### config.mk
export PLATFORM = sky130hd
export DESIGN_NAME = mvt_reduce
export DESIGN_NICKNAME = d
export VERILOG_FILES = /design/src/hw/rtl/mvt_pkg.sv /design/src/hw/rtl/mvt_reduce.sv
export SDC_FILE = /design/constraint.sdc
export NUM_CORES = 2
export LEC_CHECK = 0
export BUFFER_PORTS_ARGS = -buffer_cell sky130_fd_sc_hd__clkbuf_2
export CAP_MARGIN = 5
export CELL_PAD_IN_SITES_DETAIL_PLACEMENT = 1
export CELL_PAD_IN_SITES_GLOBAL_PLACEMENT = 1
export CORE_AREA = 2 2 501 503
export DETAILED_ROUTE_END_ITERATION = 8
export DIE_AREA = 0 0 503 505
export GPL_ROUTABILITY_DRIVEN = 0
export PLACE_DENSITY = 0.67
export RECOVER_POWER = 25
export SETUP_SLACK_MARGIN = 0.02
export SLEW_MARGIN = 20
export SYNTH_ARGS = -nofsm -noshare
export SYNTH_HDL_FRONTEND = slang
export SYNTH_SLANG_ARGS = --single-unit
export TNS_END_PERCENT = 20
### constraint.sdc
create_clock -name clock -period 41.2 [get_ports clock]
set_clock_uncertainty 0.1 [all_clocks]
set_input_delay 2.06 -clock clock [delete_from_list [all_inputs] [get_ports clock]]
set_output_delay 2.06 -clock clock [all_outputs]
set_load 0.005 [all_outputs]
### src/hw/rtl/mvt_pkg.sv
package mvt_pkg;

   // Item kinds on the request channel
   localparam logic [1:0] KIND_LOAD   = 2'd0;
   localparam logic [1:0] KIND_POINT  = 2'd1;
   localparam logic [1:0] KIND_VECTOR = 2'd2;

   localparam int DATA_W  = 32;
   localparam int INDEX_W = 4;
   localparam int ELEMS   = 16;
   localparam int PROD_W  = 2 * DATA_W;
   // four exact products summed plus rounding offset never exceed 66 signed bits
   localparam int SUM_W   = PROD_W + 2;

   localparam logic signed [DATA_W-1:0] SAT_MAX = {1'b0, {(DATA_W-1){1'b1}}};
   localparam logic signed [DATA_W-1:0] SAT_MIN = {1'b1, {(DATA_W-1){1'b0}}};

   typedef logic signed [DATA_W-1:0] data_type;
   typedef logic signed [PROD_W-1:0] prod_type;
   typedef logic signed [SUM_W-1:0]  sum_type;

   // 16 partial products, index 4*j+i = component j times matrix element 4*j+i
   typedef struct packed {
      prod_type [ELEMS-1:0] p;
   } prod_set_type;

   // four rounded component sums, before the shift and clip
   typedef struct packed {
      sum_type [3:0] s;
   } sum_set_type;

   typedef struct packed {
      data_type out_x;
      data_type out_y;
      data_type out_z;
      data_type out_w;
      logic     saturated;
   } rsp_data_type;

endpackage

### src/hw/rtl/mvt_reduce.sv
// Two adder stages: pair sums, then the full sum with the rounding offset.
module mvt_reduce
   import mvt_pkg::*;
#(
   parameter int FRAC_BITS = 16
) (
   input  logic         clock,
   input  logic         reset,
   input  logic         in_valid,
   input  prod_set_type in_prod,
   output logic         up_ready,
   input  logic         down_ready,
   output logic         valid_ff,
   output sum_set_type  sum_ff
);

   localparam sum_type HALF = sum_type'(1) <<< (FRAC_BITS - 1);

   sum_type     pair_ff [4][2];
   sum_type     pair_in [4][2];
   sum_set_type sum_in;
   logic        pair_valid_ff;
   logic        pair_valid_in;
   logic        valid_in;
   logic        pair_ready;
   logic        sum_ready;

   assign sum_ready  = !valid_ff || down_ready;
   assign pair_ready = !pair_valid_ff || sum_ready;
   assign up_ready   = pair_ready;

   // stage A: columns 0+1 and 2+3 of each component
   always_comb begin
      for (int i = 0; i < 4; i++) begin
         pair_in[i][0] = sum_type'(in_prod.p[i])     + sum_type'(in_prod.p[4+i]);
         pair_in[i][1] = sum_type'(in_prod.p[8+i])   + sum_type'(in_prod.p[12+i]);
      end
   end

   // stage B: full sum, half an LSB added for round half up
   always_comb begin
      for (int i = 0; i < 4; i++) begin
         sum_in.s[i] = pair_ff[i][0] + pair_ff[i][1] + HALF;
      end
   end

   always_comb begin
      pair_valid_in = pair_valid_ff;
      valid_in      = valid_ff;
      if (pair_ready) begin
         pair_valid_in = in_valid;
      end
      if (sum_ready) begin
         valid_in = pair_valid_ff;
      end
   end

   always_ff @(posedge clock) begin
      if (reset) begin
         pair_valid_ff <= 1'b0;
         valid_ff      <= 1'b0;
      end else begin
         pair_valid_ff <= pair_valid_in;
         valid_ff      <= valid_in;
      end
   end

   always_ff @(posedge clock) begin
      if (pair_ready && in_valid) begin
         pair_ff <= pair_in;
      end
      if (sum_ready && pair_valid_ff) begin
         sum_ff <= sum_in;
      end
   end

endmodule

==> summary.md <==
| Metric | Value |
|---|---|
| Port bufs | 1293 |
| Die H | 505 um |
| Most frequent cells in the layout | 1257 x clkbuf_2, 1028 x ha_1, 823 x a21oi_1, 784 x edfxtp_1, 495 x nand2_1 |
| Final period util | 0.1964 |
| Max Slew Vio Count | 297 |
| Endpoints failing setup | 0 |
| Critical path's top delay family | buffers and inverters |
| CTS Hold Buffers Added | 0 |
| 1st-iter DRT viols | approximately 4k |
| Detailed-route vias per instance | roughly 5.3 |
| Clock Latency Late Sink | about 0.76 ns |
| Hold Path Depth | 2 |
| Max Fanout on Critical Path | 78 |
| Crit path capture type | flop |
| Leak pwr | about 0.036 uW |
| Sink Count | 786 |
| Largest net degree at the start of global routing | 79 |
| Num CTS Buffers | 102 |
| Area leader, netlist | edfxtp_1 |
| Rows | 183 |
| # fillers | between 20k and 30k |
| Syn_nets | 9159 |
| Syn_area_per_cell | about 9.6 um2 |
| First-pass GRT wire length | between 400 and 500 mm |
| Area Growth Syn to Fin | 19.97% |
| Reg area | around 24000 um2 |
| DR DRC count | 0 |
| Sequential fraction of the synthesis area | 0.3458 |
| Max_cap viols | 7 |
| RSZ-0062 raised after global routing | false |
| Total power | roughly 3800 uW |
| Most common cell after layout, fill and taps aside | clkbuf_2 |
| Main synth FF type | edfxtp_1 |
| Status | finished with violations |
| Yosys cell types | between 90 and 100 |
| Maximum buffer depth of the clock tree | 3 |
| Pwr per Cell Area | around 46 nW/um2 |
| Relative slew slack | -1.322 |
| Total negative slack | 0 ns |
| Top cell by count, worst path | buf_4 |
| Multi-input logic area | between 40000 and 50000 um2 |
| Buffer count from post-CTS setup fixing | 0 |
| Clk root buf | clkbuf_16 |
| Post-layout min period | a little over 8 ns |
| Share of cells above drive strength 1 | 0.1787 |
| Worst-Margin Slew | roughly 3.5 ns |
| Top post-synthesis cells by area | edfxtp_1 35%, ha_1 19%, a21oi_1 6.0% |
| Async set-reset flop share out of synthesis | 0 |
| GRT overflow | 0 |
| Register-to-register setup slack | 34.08 ns |
| CORE AREA | 248200 um2 |
| Mapped cell area | roughly 68000 um2 |
| Peak Freq | ~120 MHz |
| Initial antenna violation count | between 90 and 100 |
| Final hold slack | 0.4258 ns |
| Vias in the first global route | ~65k |
| Reg2reg path depth | 6 |
| WP data required | slightly above 40 ns |
| Failing checks | capacitance limit, slew limit |
| Post-Syn Instances | around 7k |
| Clock transition at path regs | around 0.06 ns |
| CP max stage delay | about 2.5 ns |
| Final hold viol count | 0 |
| Post-synth EDFFs | between 700 and 800 |
| Buf+Inv Stages, Crit Path | 4 |
| Vias post-DR | about 62k |
| Crit Path Class | input pin to flop |
| Type of the tightest min-delay check | flop to flop |
| Startpoint Class | input pin |
| CP Cell Sequence | clkbuf_2 -> nor2b_1 -> nand2_1 -> and2_0 -> clkbuf_1 -> buf_4 -> buf_4 |
| Yosys reg bits | 786 |
| Post-CTS Resized | 0 |
| Antenna Nets Post-Route | 0 |
| CP Depth | 7 |
| Crit path DAT | roughly 8.3 ns |
| Starting Density | 0.2748 |
| H-tree Lvls | 3 |
| WL/cell | roughly 26 um |
| CTS tree | built |
| Worst ir drop on vdd | between 0.00003 and 0.00004 V |
| Die Wd | just over 500 um |
| Share of the synthesized area in the top cell type | 0.3452 |
| Cell at the slowest stage of the critical path | clkbuf_1 |
| Syn. warnings | 0 |
| Overall Global Routing Usage | 0.2297 |
| TritonRoute pass-1 iters | 6 |
| DIE AREA | 254000 um2 |
| NumNets Final | approximately 10k |
| # IOs | around 1.3k |
| Drt total wl | 304.0 mm |
| HPWL after DPL | ~260 mm |
state kept, by name, indices dropped and copies added, names as in the netlist:
register,count
pair_valid_ff,1
pair_ff,520
valid_ff,1
sum_ff,264
layer usage:
layer | track usage | share of wire | vias up
met3 | 0.04628 | 0.064 | 590
met2 | 0.4038 | 0.49 | 2152
met5 | 0 | 0.00072 | -
met4 | 0.1461 | 0.070 | 34
met1 | 0.2507 | 0.38 | 30200
li1 | - | - | 29410
per-stage QoR:
stage                     cell area [um2]  setup WS (ns)    util  cells
after global routing                81790          32.55  0.3295  11790
after CTS                           81790          34.81  0.3295  11760
after global placement              78410          34.02  0.3159  11570
after detailed placement            78410          34.00  0.3159  11570
after floorplan                     68200          26.22       -   7091
final                               81820          33.11  0.3296  11800
power by group:
| group | total [uW] | switching [uW] | internal [uW] |
|---|---|---|---|
| Clock | 906 | 391 | 515 |
| Sequential | 1200 | 85.2 | 1110 |
| Combinational | 1670 | 1020 | 644 |
| Total | 3770 | 1500 | 2270 |
worst reg2reg max path: stages, from the launching register on:
cell and delay, ns:
dfxtp_1 0.31, nor2b_1 0.17, nand2_1 0.11, and2_0 1.38, clkbuf_1 2.56, buf_4 1.08
buf_4 0.90
Yosys cell counts (11+ instances only):
master / number
xnor2_1: 450
a21boi_0: 19
a211o_1: 22
a221o_1: 15
o31ai_1: 36
o211ai_1: 44
a311oi_1: 13
a41oi_1: 12
nand3_1: 132
a21o_1: 428
a221oi_1: 24
and3_1: 59
xor2_1: 261
a2111oi_0: 15
and2_1: 46
nand2_1: 495
and4_1: 17
o21a_1: 92
nor2b_1: 104
a21oi_1: 822
nor2_1: 411
nor3b_1: 11
edfxtp_1: 784
or3_1: 28
inv_1: 211
o21ai_0: 425
a31oi_1: 92
o41ai_1: 13
o21ai_1: 31
a31o_2: 14
a211oi_1: 65
nor4_1: 23
or2_2: 17
nand2b_1: 104
o221ai_1: 12
fa_1: 12
nor3_1: 99
o2111ai_1: 12
nand4_1: 146
o22ai_1: 12
o21bai_1: 140
clkbuf_1: 169
ha_1: 1028
kinds of logic (layout without fill, tap and decap cells):
logic type / Yosys count / count (layout) / share of synthesized area
fa+ha+maj: 1040 / 1040 / 0.1921
xor+xnor: 711 / 711 / 0.09131
mux: 1 / 1 / 0.0001651
compound gates: 2442 / 2442 / 0.2267
flops: 786 / 786 / 0.3458
other cells: 0 / 44 / 0
simple gates: 1723 / 1723 / 0.1224
buf+inv: 388 / 1723 / 0.02148
layout make-up:
class                      instances  area share
inverter                         211    0.009680
sequential                       786      0.2882
clock buffer                     119     0.03224
clock inverter                    70    0.009114
timing repair buffer            1323     0.08102
antenna                           44    0.001346
tap                             3330     0.05092
multi-input combinational       5917      0.5274
path summary, 6_finish.rpt:
| path | from | to |
|---|---|---|
| worst max-delay path | down_ready | pair_ff[176] |
| worst min-delay path | pair_valid_ff | valid_ff |
| worst max register to register | valid_ff | pair_ff[176] |
| worst min register to register | pair_valid_ff | valid_ff |
Power figures use the tool's default switching activity.
