[src/hw/rtl/mvt_pkg.sv]
package mvt_pkg;

   // Item kinds on the request channel
   localparam logic [1:0] KIND_LOAD   = 2'd0;
   localparam logic [1:0] KIND_POINT  = 2'd1;
   localparam logic [1:0] KIND_VECTOR = 2'd2;

   localparam int DATA_W  = 32;
   localparam int INDEX_W = 4;
   localparam int ELEMS   = 16;
   localparam int PROD_W  = 2 * DATA_W;
   // four exact products summed plus rounding offset never exceed 66 signed bits
   localparam int SUM_W   = PROD_W + 2;

   localparam logic signed [DATA_W-1:0] SAT_MAX = {1'b0, {(DATA_W-1){1'b1}}};
   localparam logic signed [DATA_W-1:0] SAT_MIN = {1'b1, {(DATA_W-1){1'b0}}};

   typedef logic signed [DATA_W-1:0] data_type;
   typedef logic signed [PROD_W-1:0] prod_type;
   typedef logic signed [SUM_W-1:0]  sum_type;

   // 16 partial products, index 4*j+i = component j times matrix element 4*j+i
   typedef struct packed {
      prod_type [ELEMS-1:0] p;
   } prod_set_type;

   // four rounded component sums, before the shift and clip
   typedef struct packed {
      sum_type [3:0] s;
   } sum_set_type;

   typedef struct packed {
      data_type out_x;
      data_type out_y;
      data_type out_z;
      data_type out_w;
      logic     saturated;
   } rsp_data_type;

endpackage

[src/hw/rtl/mvt_sat.sv]
// Output stage: drop the fraction bits, clip to 32 bits, flag any clip.
module mvt_sat
   import mvt_pkg::*;
#(
   parameter int FRAC_BITS = 16
) (
   input  logic         clock,
   input  logic         reset,
   input  logic         in_valid,
   input  sum_set_type  in_sum,
   output logic         up_ready,
   input  logic         down_ready,
   output logic         valid_ff,
   output rsp_data_type data_ff
);

   localparam int TOP_LO = DATA_W - 1 + FRAC_BITS;
   localparam int HI_W   = SUM_W - TOP_LO;

   data_type     comp [4];
   logic [3:0]   clip;
   rsp_data_type data_in;
   logic         valid_in;

   assign up_ready = !valid_ff || down_ready;

   // in range when every bit above the result's sign bit copies it
   always_comb begin
      for (int i = 0; i < 4; i++) begin
         clip[i] = !(in_sum.s[i][SUM_W-1:TOP_LO] == {HI_W{1'b0}} ||
                     in_sum.s[i][SUM_W-1:TOP_LO] == {HI_W{1'b1}});
         if (clip[i]) begin
            comp[i] = in_sum.s[i][SUM_W-1] ? SAT_MIN : SAT_MAX;
         end else begin
            comp[i] = in_sum.s[i][TOP_LO:FRAC_BITS];
         end
      end
      data_in.out_x     = comp[0];
      data_in.out_y     = comp[1];
      data_in.out_z     = comp[2];
      data_in.out_w     = comp[3];
      data_in.saturated = |clip;
   end

   always_comb begin
      valid_in = valid_ff;
      if (up_ready) begin
         valid_in = in_valid;
      end
   end

   always_ff @(posedge clock) begin
      if (reset) begin
         valid_ff <= 1'b0;
      end else begin
         valid_ff <= valid_in;
      end
   end

   always_ff @(posedge clock) begin
      if (up_ready && in_valid) begin
         data_ff <= data_in;
      end
   end

endmodule

[config.mk]
export PLATFORM = sky130hd
export DESIGN_NAME = mvt_sat
export DESIGN_NICKNAME = d
export VERILOG_FILES = /design/src/hw/rtl/mvt_pkg.sv /design/src/hw/rtl/mvt_sat.sv
export SDC_FILE = /design/constraint.sdc
export NUM_CORES = 1
export LEC_CHECK = 0
export ABC_CLOCK_PERIOD_IN_PS = 4800
export BUFFER_PORTS_ARGS = -buffer_cell sky130_fd_sc_hd__buf_4
export CORE_AREA = 2 2 157 159
export CTS_BUF_LIST = sky130_fd_sc_hd__clkbuf_16
export CTS_CLUSTER_DIAMETER = 50
export CTS_CLUSTER_SIZE = 40
export DETAILED_ROUTE_END_ITERATION = 6
export DIE_AREA = 0 0 159 161
export GPL_TIMING_DRIVEN = 0
export MAX_ROUTING_LAYER = met4
export PLACE_DENSITY = 0.56
export SYNTH_ARGS = -nofsm -noshare
export SYNTH_HDL_FRONTEND = slang
export SYNTH_SLANG_ARGS = --single-unit
[constraint.sdc]
create_clock -name clock -period 4.8 [get_ports clock]
set_input_delay 0.72 -clock clock [delete_from_list [all_inputs] [get_ports clock]]
set_output_delay 0.72 -clock clock [all_outputs]
set_load 0.005 [all_outputs]
==> results of run 1 <==
metrics by stage:
step / instances / hold WS (ns) / worst slack (ns) / utilization (%)
2_1_floorplan: 345 / 0.522 / 0.444 / -
3_3_place_gp: 1003 / 0.505 / -1.31 / 35.7
3_5_place_dp: 1005 / 0.541 / 2.40 / 35.9
4_1_cts: 1037 / 0.433 / 2.84 / 38.5
5_1_grt: 1037 / 0.434 / 2.62 / 38.5
6_report: 1037 / 0.458 / 2.80 / 38.5
placed cells by master (no fill, tap or decap), drive strengths merged:
cell | Yosys | layout
clkinv | 0 | 4
a31o | 3 | 3
nand2b | 1 | 1
and3 | 3 | 3
clkinvlp | 0 | 3
nor2 | 7 | 7
dlygate4sd3 | 3 | 3
a41o | 1 | 1
edfxtp | 129 | 129
buf | 23 | 359
dfxtp | 1 | 1
a21oi | 1 | 1
and2 | 1 | 1
a311oi | 3 | 3
a21o | 124 | 124
nor4 | 21 | 21
clkbuf | 2 | 19
inv | 1 | 6
nand4 | 21 | 21
bufinv | 0 | 3
layout make-up:
cell class              instances  share of cell area (%)
repair buffers                336                    27.8
plain buffers                  28                    2.96
clock buffers                  17                    4.62
clock inverters                15                    1.94
inverters                       1                  0.0407
flip-flops and latches        130                    42.3
well taps                     324                    4.40
multi-input cells             186                    16.0
kinds of logic after synthesis:
kind of cell	count (synthesis)
buf+inv	29
compound gates	132
simple gates	54
flops	130
worst max-delay path: stages:
cell and delay, ns:
buf_4 0.11, nor4_1 0.30, nand4_1 0.15, nor4_2 0.20, nor2_1 0.12, clkbuf_1 0.30
a21o_1 0.25
sequential cells by signal, indices dropped and copies added (netlist names):
| name | cells |
|---|---|
| data_ff | 129 |
| valid_ff | 1 |
power groups by stage:
stage | combinational [uW] | sequential [uW] | clock [uW]
after global routing | 401 | 1350 | 1450
after global placement | 366 | 1380 | 0
final | 372 | 1340 | 1350
after CTS | 378 | 1350 | 1400
after floorplan | 94.2 | 1380 | 0
after detailed placement | 378 | 1370 | 0
metal layers:
layer	GRT usage (%)	wire, microns	vias to the layer above
met5	-	0	-
met4	5.00	397	0
met3	4.67	1270	24
met2	21.8	8360	218
met1	15.9	7240	2153
li1	-	-	2101
final timing paths:
path	startpoint	to	slack (ns)	depth (start not counted)
max reg2reg	valid_ff$_SDFFE_PP0N_	data_ff[79]$_DFFE_PP_	3.11	3
min reg2reg	valid_ff$_SDFFE_PP0N_	valid_ff$_SDFFE_PP0N_	0.54	2
max	in_sum[60]	data_ff[112]$_DFFE_PP_	2.80	7
min	reset	valid_ff$_SDFFE_PP0N_	0.46	2
==> flow_summary.yaml, run 1 <==
clock_network:
  htreeDepth: 4
  holdBufCountCts: 0
  clk_path_buf_depth: 2
  root_buffer: "clkbuf_16"
  cts.clk_slew.worst_paths_ns: 0.06
  cts-resized-gates: 0
  cts-buffers-inserted: 17
  cts_tree: "built"
  cts_sinks: 130
  post-cts-setup-buffers: 0
  worstSkewPairLatency_ns: 0.41
power_and_ir_drop:
  pwr-share-seq_pct: 43.8
  intPower_uw: 2380
  power_uw: 3070
  p_sw_uw: 689
  power_frac_clock_pct: 44.1
  power.share.switching_pct: 22.4
  power.density_nw_per_um2: 333
  vdd_drop_max_uv: 182
  leakagePower_uw: 0.00419
  p_comb_share_pct: 12.1
logic_synthesis:
  synth_mux_area_share_pct: 0
  synth_fa_ha_area_share_pct: 0
  syn_avg_cell_area_sq_um: 16.3
  synth_compound_area_share_pct: 19.9
  synth_top_cell_by_area: "edfxtp_1"
  netlist_top_cells_count: "edfxtp_1 (129), a21o_2 (85), a21o_1 (39), nand4_1 (21), buf_6 (18)"
  synth_cells: 345
  syn-cell-area_sq_um: 5640
  yosysTopAreaCellShare_pct: 68.7
  yosysWarnings: 0
  synth_edf_count: 129
  ys_async_sr_fraction_pct: 0
  syn-num-nets: 613
  synthFlopType: "edfxtp_1"
  synth_top_family_by_area: "compound AO/OA/AOI/OAI gates"
  synth-xor-area-share_pct: 0
  ys_seq_area_share_pct: 69.0
  yosysMostFrequentCell: "edfxtp_1"
  ys_ff_latch: 130
  synthTopCellsByArea: "edfxtp_1 (69%), a21o_2 (13%), a21o_1 (5.2%)"
  synth.distinct_cells: 21
  synthSimpleGateAreaFrac_pct: 6.12
flow_run:
  cap_viol_max_count: 0
critical_path:
  required_ns: 4.96
  critPathMaxFanout: 10
  cp.arrival_ns: 2.16
  cp-end-kind: "register"
  cp-start-kind: "input port"
  path_class: "in2reg"
placement:
  place_congestion: 0.767
  place_area_sq_um: 8610
  hpwl_mm: 12.8
  io_buffers: 334
timing:
  fmax_mhz: 500
  slew_violations: 0
  period_needed_ns: 2.00
  setup_violations: 0
  tns_ns: 0
  finClkSkew_ns: 0.00772
  relSlewSlack_pct: 56.4
  period_share_pct: 41.6
  rsz0062_at_grt: "no"
  worst_slew_pin_slew_ns: 0.654
  hold_violations: 0
drt:
  wirelength_mm: 17.3
  wire_per_inst_microns: 16.7
  drtAntennaViolNets: 0
  vias_per_cell: 4.34
  drc: 0
  num_vias: 4496
  drt_first_pass_iters: 4
  initialDrtViolationCount: 156
global_route:
  antenna_found_initial: 0
  grt_max_degree: 47
  grt_pass1_wl_mm: 25.9
  grt-ovfl-total: 0
  grt_pass1_vias: 4650
  grtUsageTotal_pct: 13.6
run_status:
  status: "completed"
floorplan:
  die_area_sq_um: 25600
  die_w_microns: 159
  rows: 57
  ios: 399
  coreArea_sq_um: 24000
  dieHeight_microns: 161
  start_util_pct: 23.5
final_layout:
  seq_area_sq_um: 3890
  fin_nets: 968
  design_area_sq_um: 9210
  syn_to_final_growth_pct: 63.4
  multi_input_area_sq_um: 1470
  fillers: 2352
  drive_above_1_share_pct: 68.2
  antenna_cells: 0
min_path:
  hp-class: "in2reg"
No activity file was read; power rests on OpenSTA's default activity.
==> run 2: changes to the inputs <==
==> config.mk (replaced) <==
export PLATFORM = sky130hd
export DESIGN_NAME = mvt_sat
export DESIGN_NICKNAME = d
export VERILOG_FILES = /design/src/hw/rtl/mvt_pkg.sv /design/src/hw/rtl/mvt_sat.sv
export SDC_FILE = /design/constraint.sdc
export NUM_CORES = 1
export LEC_CHECK = 0
export ABC_CLOCK_PERIOD_IN_PS = 1800
export BUFFER_PORTS_ARGS = -buffer_cell sky130_fd_sc_hd__buf_4
export CORE_AREA = 2 2 155 157
export CTS_BUF_LIST = sky130_fd_sc_hd__clkbuf_16
export CTS_CLUSTER_DIAMETER = 50
export CTS_CLUSTER_SIZE = 40
export DETAILED_ROUTE_END_ITERATION = 6
export DIE_AREA = 0 0 157 159
export GPL_TIMING_DRIVEN = 0
export MAX_ROUTING_LAYER = met4
export PLACE_DENSITY = 0.59
export SYNTH_ARGS = -nofsm -noshare
export SYNTH_HDL_FRONTEND = slang
export SYNTH_SLANG_ARGS = --single-unit
==> constraint.sdc (replaced) <==
create_clock -name clock -period 1.8 [get_ports clock]
set_input_delay 0.27 -clock clock [delete_from_list [all_inputs] [get_ports clock]]
set_output_delay 0.27 -clock clock [all_outputs]
set_load 0.005 [all_outputs]
==> run 2 against run 1 <==
Critical endpoint is now data_ff[113]$_DFFE_PP_; largest power group unchanged; clock skew grew 0.0043 ns; total power grew to 2.7 times the previous value; largest cell class unchanged; worst hold slack lost 0.36 ns; non-clock buffer count grew 1; first-iteration DRC count grew 54%.
==> flow_summary.yaml, run 2 (synthesized netlist as in run 1, its figures left out) <==
global_route:
  grt_max_degree: 63
  grt_pass1_vias: 4681
  antenna_found_initial: 0
  grtUsageTotal_pct: 13.9
  grt_pass1_wl_mm: 25.7
  grt-ovfl-total: 0
placement:
  io_buffers: 334
  hpwl_mm: 12.9
  place_congestion: 0.746
  post-place-ws_ns: -0.238
  dp.cells: 1000
drt:
  drc: 0
  wl_met2_mm: 8.53
  num_vias: 4478
  wl_met3_mm: 1.56
  wire_per_inst_microns: 16.5
  drtAntennaViolNets: 0
  initialDrtViolationCount: 241
  dr.max_layer_used: "met4"
  wl_met1_mm: 6.71
  drt_first_pass_iters: 4
  wirelength_mm: 17.0
  vias_per_cell: 4.33
critical_path:
  cp-end-kind: "register"
  cp.arrival_ns: 1.72
  cp-start-kind: "input port"
  required_ns: 1.96
  critPathBufInv: 2
  crit_chain: "buf_4 -> nor4_1 -> nand4_1 -> nor4_2 -> nor2_1 -> clkbuf_1 -> a21o_1"
  r2r_slack_ns: 0.38
  path_class: "in2reg"
  cpMaxStageDelayCell: "nor4_1"
  critPathMaxFanout: 10
  slowest_delay_ns: 0.29
  cp_top_family: "simple AND/OR/NAND/NOR gates"
floorplan:
  coreArea_sq_um: 23200
  die_area_sq_um: 25000
  dieHeight_microns: 159
  start_util_pct: 24.3
  die_w_microns: 157
  ios: 399
  rows: 56
clock_network:
  htreeDepth: 4
  cts-resized-gates: 0
  cts_sinks: 130
  clk_path_buf_depth: 2
  post-cts-setup-buffers: 0
  cts.clk_slew.worst_paths_ns: 0.06
  worstSkewPairLatency_ns: 0.42
  root_buffer: "clkbuf_16"
  cts-buffers-inserted: 17
  cts_tree: "built"
  holdBufCountCts: 1
power_and_ir_drop:
  power.density_nw_per_um2: 911
  vdd_drop_max_uv: 513
  p_sw_uw: 1810
  power.share.switching_pct: 21.4
  p_comb_share_pct: 11.8
  power_frac_clock_pct: 45.7
  intPower_uw: 6630
  leakagePower_uw: 0.00422
  pwr-share-seq_pct: 42.5
  power_uw: 8440
final_layout:
  final_common_cell: "buf_4"
  antenna_cells: 0
  top_regs: "data_ff: 129 flops, valid_ff: 1 flops"
  multi_input_area_sq_um: 1470
  final_cells: 1033
  fin_nets: 969
  drive_above_1_share_pct: 68.3
  fillers: 2210
  largest_register_ffs: 129
  final_cell_mix: "buf_4 (337), edfxtp_1 (129), a21o_2 (85)"
  largest-register: "data_ff"
  seq_area_sq_um: 3890
  syn_to_final_growth_pct: 64.3
  postLayoutCoreUtil_pct: 40.0
timing:
  post-route-worst-setup-slack_ns: 0.246
  slew_violations: 0
  worst_slew_pin_slew_ns: 0.559
  relSlewSlack_pct: 62.7
  period_share_pct: 86.3
  setup_violations: 0
  period_needed_ns: 1.55
  hold_violations: 0
  finClkSkew_ns: 0.0120
  whs_ns: 0.0968
  rsz0062_at_grt: "no"
  fmax_mhz: 644
run_status:
  status: "completed"
flow_run:
  cap_viol_max_count: 0
min_path:
  hp-class: "in2reg"
-- run 2: changes by cell type in the layout (fill, tap and decap cells not counted), sizes merged --
cell and change:
bufinv +2, clkinv +1, clkinvlp -1, dlygate4sd3 +1, inv -2
-- run 2: per-stage QoR --
step                      cell area (sq um)  setup TNS (ns)
final                                  9270               0
after global routing                   9270               0
after CTS                              9270               0
after detailed placement               8600           -8.22
after global placement                 8550          -73.27
after floorplan                        5640          -0.616
-- run 2: metal layers --
layer  global-route usage, %  vias to the layer above
met2                    23.1                      222
met3                    4.82                       19
met1                    15.4                     2134
met4                    4.67                        0
met5                       -                        -
li1                        -                     2103
-- run 2: layout make-up --
cell class              count  share of cell area, %
well taps                 319                   4.31
clock buffers              17                   4.59
plain buffers              28                   2.94
inverters                   1                 0.0405
clock inverters            15                   2.46
flip-flops and latches    130                   42.0
repair buffers            337                   27.8
multi-input cells         186                   15.9
-- run 2: path summary, 6_finish.rpt --
path,start,endpoint,cells after the start
setup / recovery,in_sum[49],data_ff[113]$_DFFE_PP_,7
hold / removal,in_valid,valid_ff$_SDFFE_PP0N_,3
setup reg to reg,valid_ff$_SDFFE_PP0N_,data_ff[68]$_DFFE_PP_,3
hold reg to reg,valid_ff$_SDFFE_PP0N_,valid_ff$_SDFFE_PP0N_,2
-- run 2: power by group through the flow --
stage | clock network [uW] | registers, uW | logic, uW
final | 3860 | 3590 | 993
after global routing | 4100 | 3600 | 1080
after CTS | 3980 | 3590 | 1010
after detailed placement | 0 | 3650 | 1000
after global placement | 0 | 3660 | 972
after floorplan | 0 | 3680 | 253
-- run 2: worst register-to-register path: stages, from the launching register on --
cell and delay, ns:
dfxtp_2 0.32, nand2b_1 0.11, and2_4 0.28, buf_16 0.30
==> run 3: changes to the inputs <==
--- a/config.mk
+++ b/config.mk
@@ -16,6 +16,7 @@
 export GPL_TIMING_DRIVEN = 0
 export MAX_ROUTING_LAYER = met4
 export PLACE_DENSITY = 0.59
+export REMOVE_ABC_BUFFERS = 1
 export SYNTH_ARGS = -nofsm -noshare
 export SYNTH_HDL_FRONTEND = slang
 export SYNTH_SLANG_ARGS = --single-unit
==> run 3 against run 2 <==
Register-to-register slack lost 0.17 ns; clock skew shrank 0.0047 ns; first-iteration DRC count fell by 9.1%; flip-flop and latch count stayed put; combinational power about the same; sequential share of layout area is 0.93 points higher; setup slack got worse by 0.11 ns; utilization down 0.87 points; routed wire length decreased by 2.0%.
==> flow_summary.yaml, run 3 (synthesized netlist as in run 1, its figures left out) <==
global_route:
  grt-ovfl-total: 0
  grt_max_degree: 56
  grt_pass1_wl_mm: 24.5
  grt_pass1_vias: 4500
  grtUsageTotal_pct: 13.3
  antenna_found_initial: 0
critical_path:
  reg2reg_to: "data_ff[115]$_DFFE_PP_"
  r2r_slack_ns: 0.21
  cp-end-kind: "register"
  reg2reg_depth: 4
  r2r-start: "valid_ff$_SDFFE_PP0N_"
  critPathMaxFanout: 17
  cp-start-kind: "input port"
  required_ns: 1.97
  cp.arrival_ns: 1.83
  path_class: "in2reg"
timing:
  period_share_pct: 92.5
  fmax_mhz: 601
  period_needed_ns: 1.66
  hold_violations: 0
  relSlewSlack_pct: 44.2
  tns_ns: 0
  finClkSkew_ns: 0.00727
  worst_slew_pin_slew_ns: 0.837
  rsz0062_at_grt: "no"
  setup_violations: 0
  slew_violations: 0
final_layout:
  fillers: 2222
  final_common_cell: "buf_4"
  design_area_sq_um: 9060
  largest_register_ffs: 129
  syn_to_final_growth_pct: 60.7
  top_regs: "data_ff: 129 flops, valid_ff: 1 flops"
  fin_nets: 947
  final_cell_mix: "buf_4 (335), edfxtp_1 (129), a21o_2 (85)"
  antenna_cells: 0
  largest-register: "data_ff"
  drive_above_1_share_pct: 67.4
floorplan:
  die_area_sq_um: 25000
  rows: 56
  start_util_pct: 24.3
  dieHeight_microns: 159
  coreArea_sq_um: 23200
  ios: 399
  die_w_microns: 157
drt:
  num_vias: 4394
  vias_per_cell: 4.35
  wire_per_inst_microns: 16.5
  drtAntennaViolNets: 0
  drt_first_pass_iters: 4
  drc: 0
  wirelength_mm: 16.7
  initialDrtViolationCount: 219
clock_network:
  htreeDepth: 4
  cts_sinks: 130
  cts-buffers-inserted: 17
  root_buffer: "clkbuf_16"
  cts.clk_slew.worst_paths_ns: 0.06
  worstSkewPairLatency_ns: 0.41
  clk_path_buf_depth: 2
  cts_tree: "built"
power_and_ir_drop:
  power.density_nw_per_um2: 867
  intPower_uw: 6160
  power.share.switching_pct: 21.6
  leakagePower_uw: 0.00409
  p_comb_share_pct: 12.7
  pwr-share-seq_pct: 45.6
  power_uw: 7860
  power_frac_clock_pct: 41.7
  p_sw_uw: 1700
  vdd_drop_max_uv: 530
min_path:
  holdPathStages: 1
  hp-start: "in_sum[197]"
  hp-class: "in2reg"
  worst_hold_path.endpoint: "data_ff[64]$_DFFE_PP_"
placement:
  place_area_sq_um: 8460
  place_congestion: 0.758
  hpwl_mm: 12.2
  io_buffers: 334
run_status:
  status: "completed"
flow_run:
  cap_viol_max_count: 0
[run 3: changes by cell type in the layout (fill, tap and decap cells not counted), moves of 3 or more]
cell	previous run	this run
bufinv_16	5	2
clkinv_1	0	5
buf_16	2	5
dlygate4sd3_1	4	1
a311oi_2	3	0
a311oi_4	0	3
buf_6	18	0
a31o_4	0	3
inv_6	3	0
a31o_2	3	0
[run 3: power groups by stage]
stage | registers (uW) | logic [uW] | clock network, uW
floorplan | 3690 | 229 | 0
global placement | 3680 | 959 | 0
detailed placement | 3650 | 1000 | 0
CTS | 3590 | 1010 | 3390
global route | 3600 | 1070 | 3520
finish | 3590 | 995 | 3270
[run 3: metrics by stage]
| step | hold WS, ns | std cells | util [%] | setup WS, ns |
|---|---|---|---|---|
| after detailed placement | 0.436 | 976 | 36.5 | -0.724 |
| after global routing | 0.0551 | 1010 | 39.1 | 0.0325 |
| after CTS | 0.0512 | 1010 | 39.1 | 0.117 |
| final | 0.0789 | 1010 | 39.1 | 0.135 |
| after floorplan | 0.339 | 317 | - | -2.12 |
| after global placement | 0.427 | 970 | 35.7 | -3.74 |
[run 3: cell type report]
class | count | area [sq um] | share of cell area (%)
Clock buffer | 17 | 425 | 4.69
Clock inverter | 14 | 123 | 1.35
Inverter | 1 | 3.75 | 0.0414
Timing Repair Buffer | 342 | 2680 | 29.5
Multi-Input combinational cell | 187 | 1540 | 17.0
Sequential cell | 130 | 3890 | 43.0
Tap cell | 319 | 399 | 4.40
[run 3: worst max-delay path by stage]
stage	slack (ns)	from	depth (start not counted)	to
2_1_floorplan	-2.12	valid_ff$_SDFFE_PP0N_	2	data_ff[0]$_DFFE_PP_
3_3_place_gp	-3.74	down_ready	3	data_ff[104]$_DFFE_PP_
3_5_place_dp	-0.72	in_sum[60]	6	data_ff[0]$_DFFE_PP_
4_1_cts	0.12	in_sum[197]	7	data_ff[62]$_DFFE_PP_
5_1_grt	0.03	in_sum[263]	7	data_ff[7]$_DFFE_PP_
6_report	0.14	in_sum[197]	7	data_ff[60]$_DFFE_PP_
[run 3: worst max-delay path, cell delays in order]
cell	delay [ns]
buf_4	0.13
nor4_1	0.30
nand4_1	0.15
nor4_2	0.34
a311oi_4	0.20
buf_16	0.24
a21o_2	0.19
[run 3: routing by layer]
| layer | track usage, % | vias to the layer above | part of all wire, % |
|---|---|---|---|
| li1 | - | 2059 | - |
| met1 | 14.7 | 2121 | 40 |
| met2 | 22.7 | 204 | 51 |
| met3 | 4.74 | 10 | 8.5 |
| met4 | 3.50 | 0 | 0.71 |
| met5 | - | - | 0 |
[run 3: timing repair]
action	4_1_cts	5_1_grt
endpoints found under the hold margin	1	0
buffers inserted	1	0
setup endpoints to repair	90	0
hold buffers	1	0
gates resized for setup	4	0
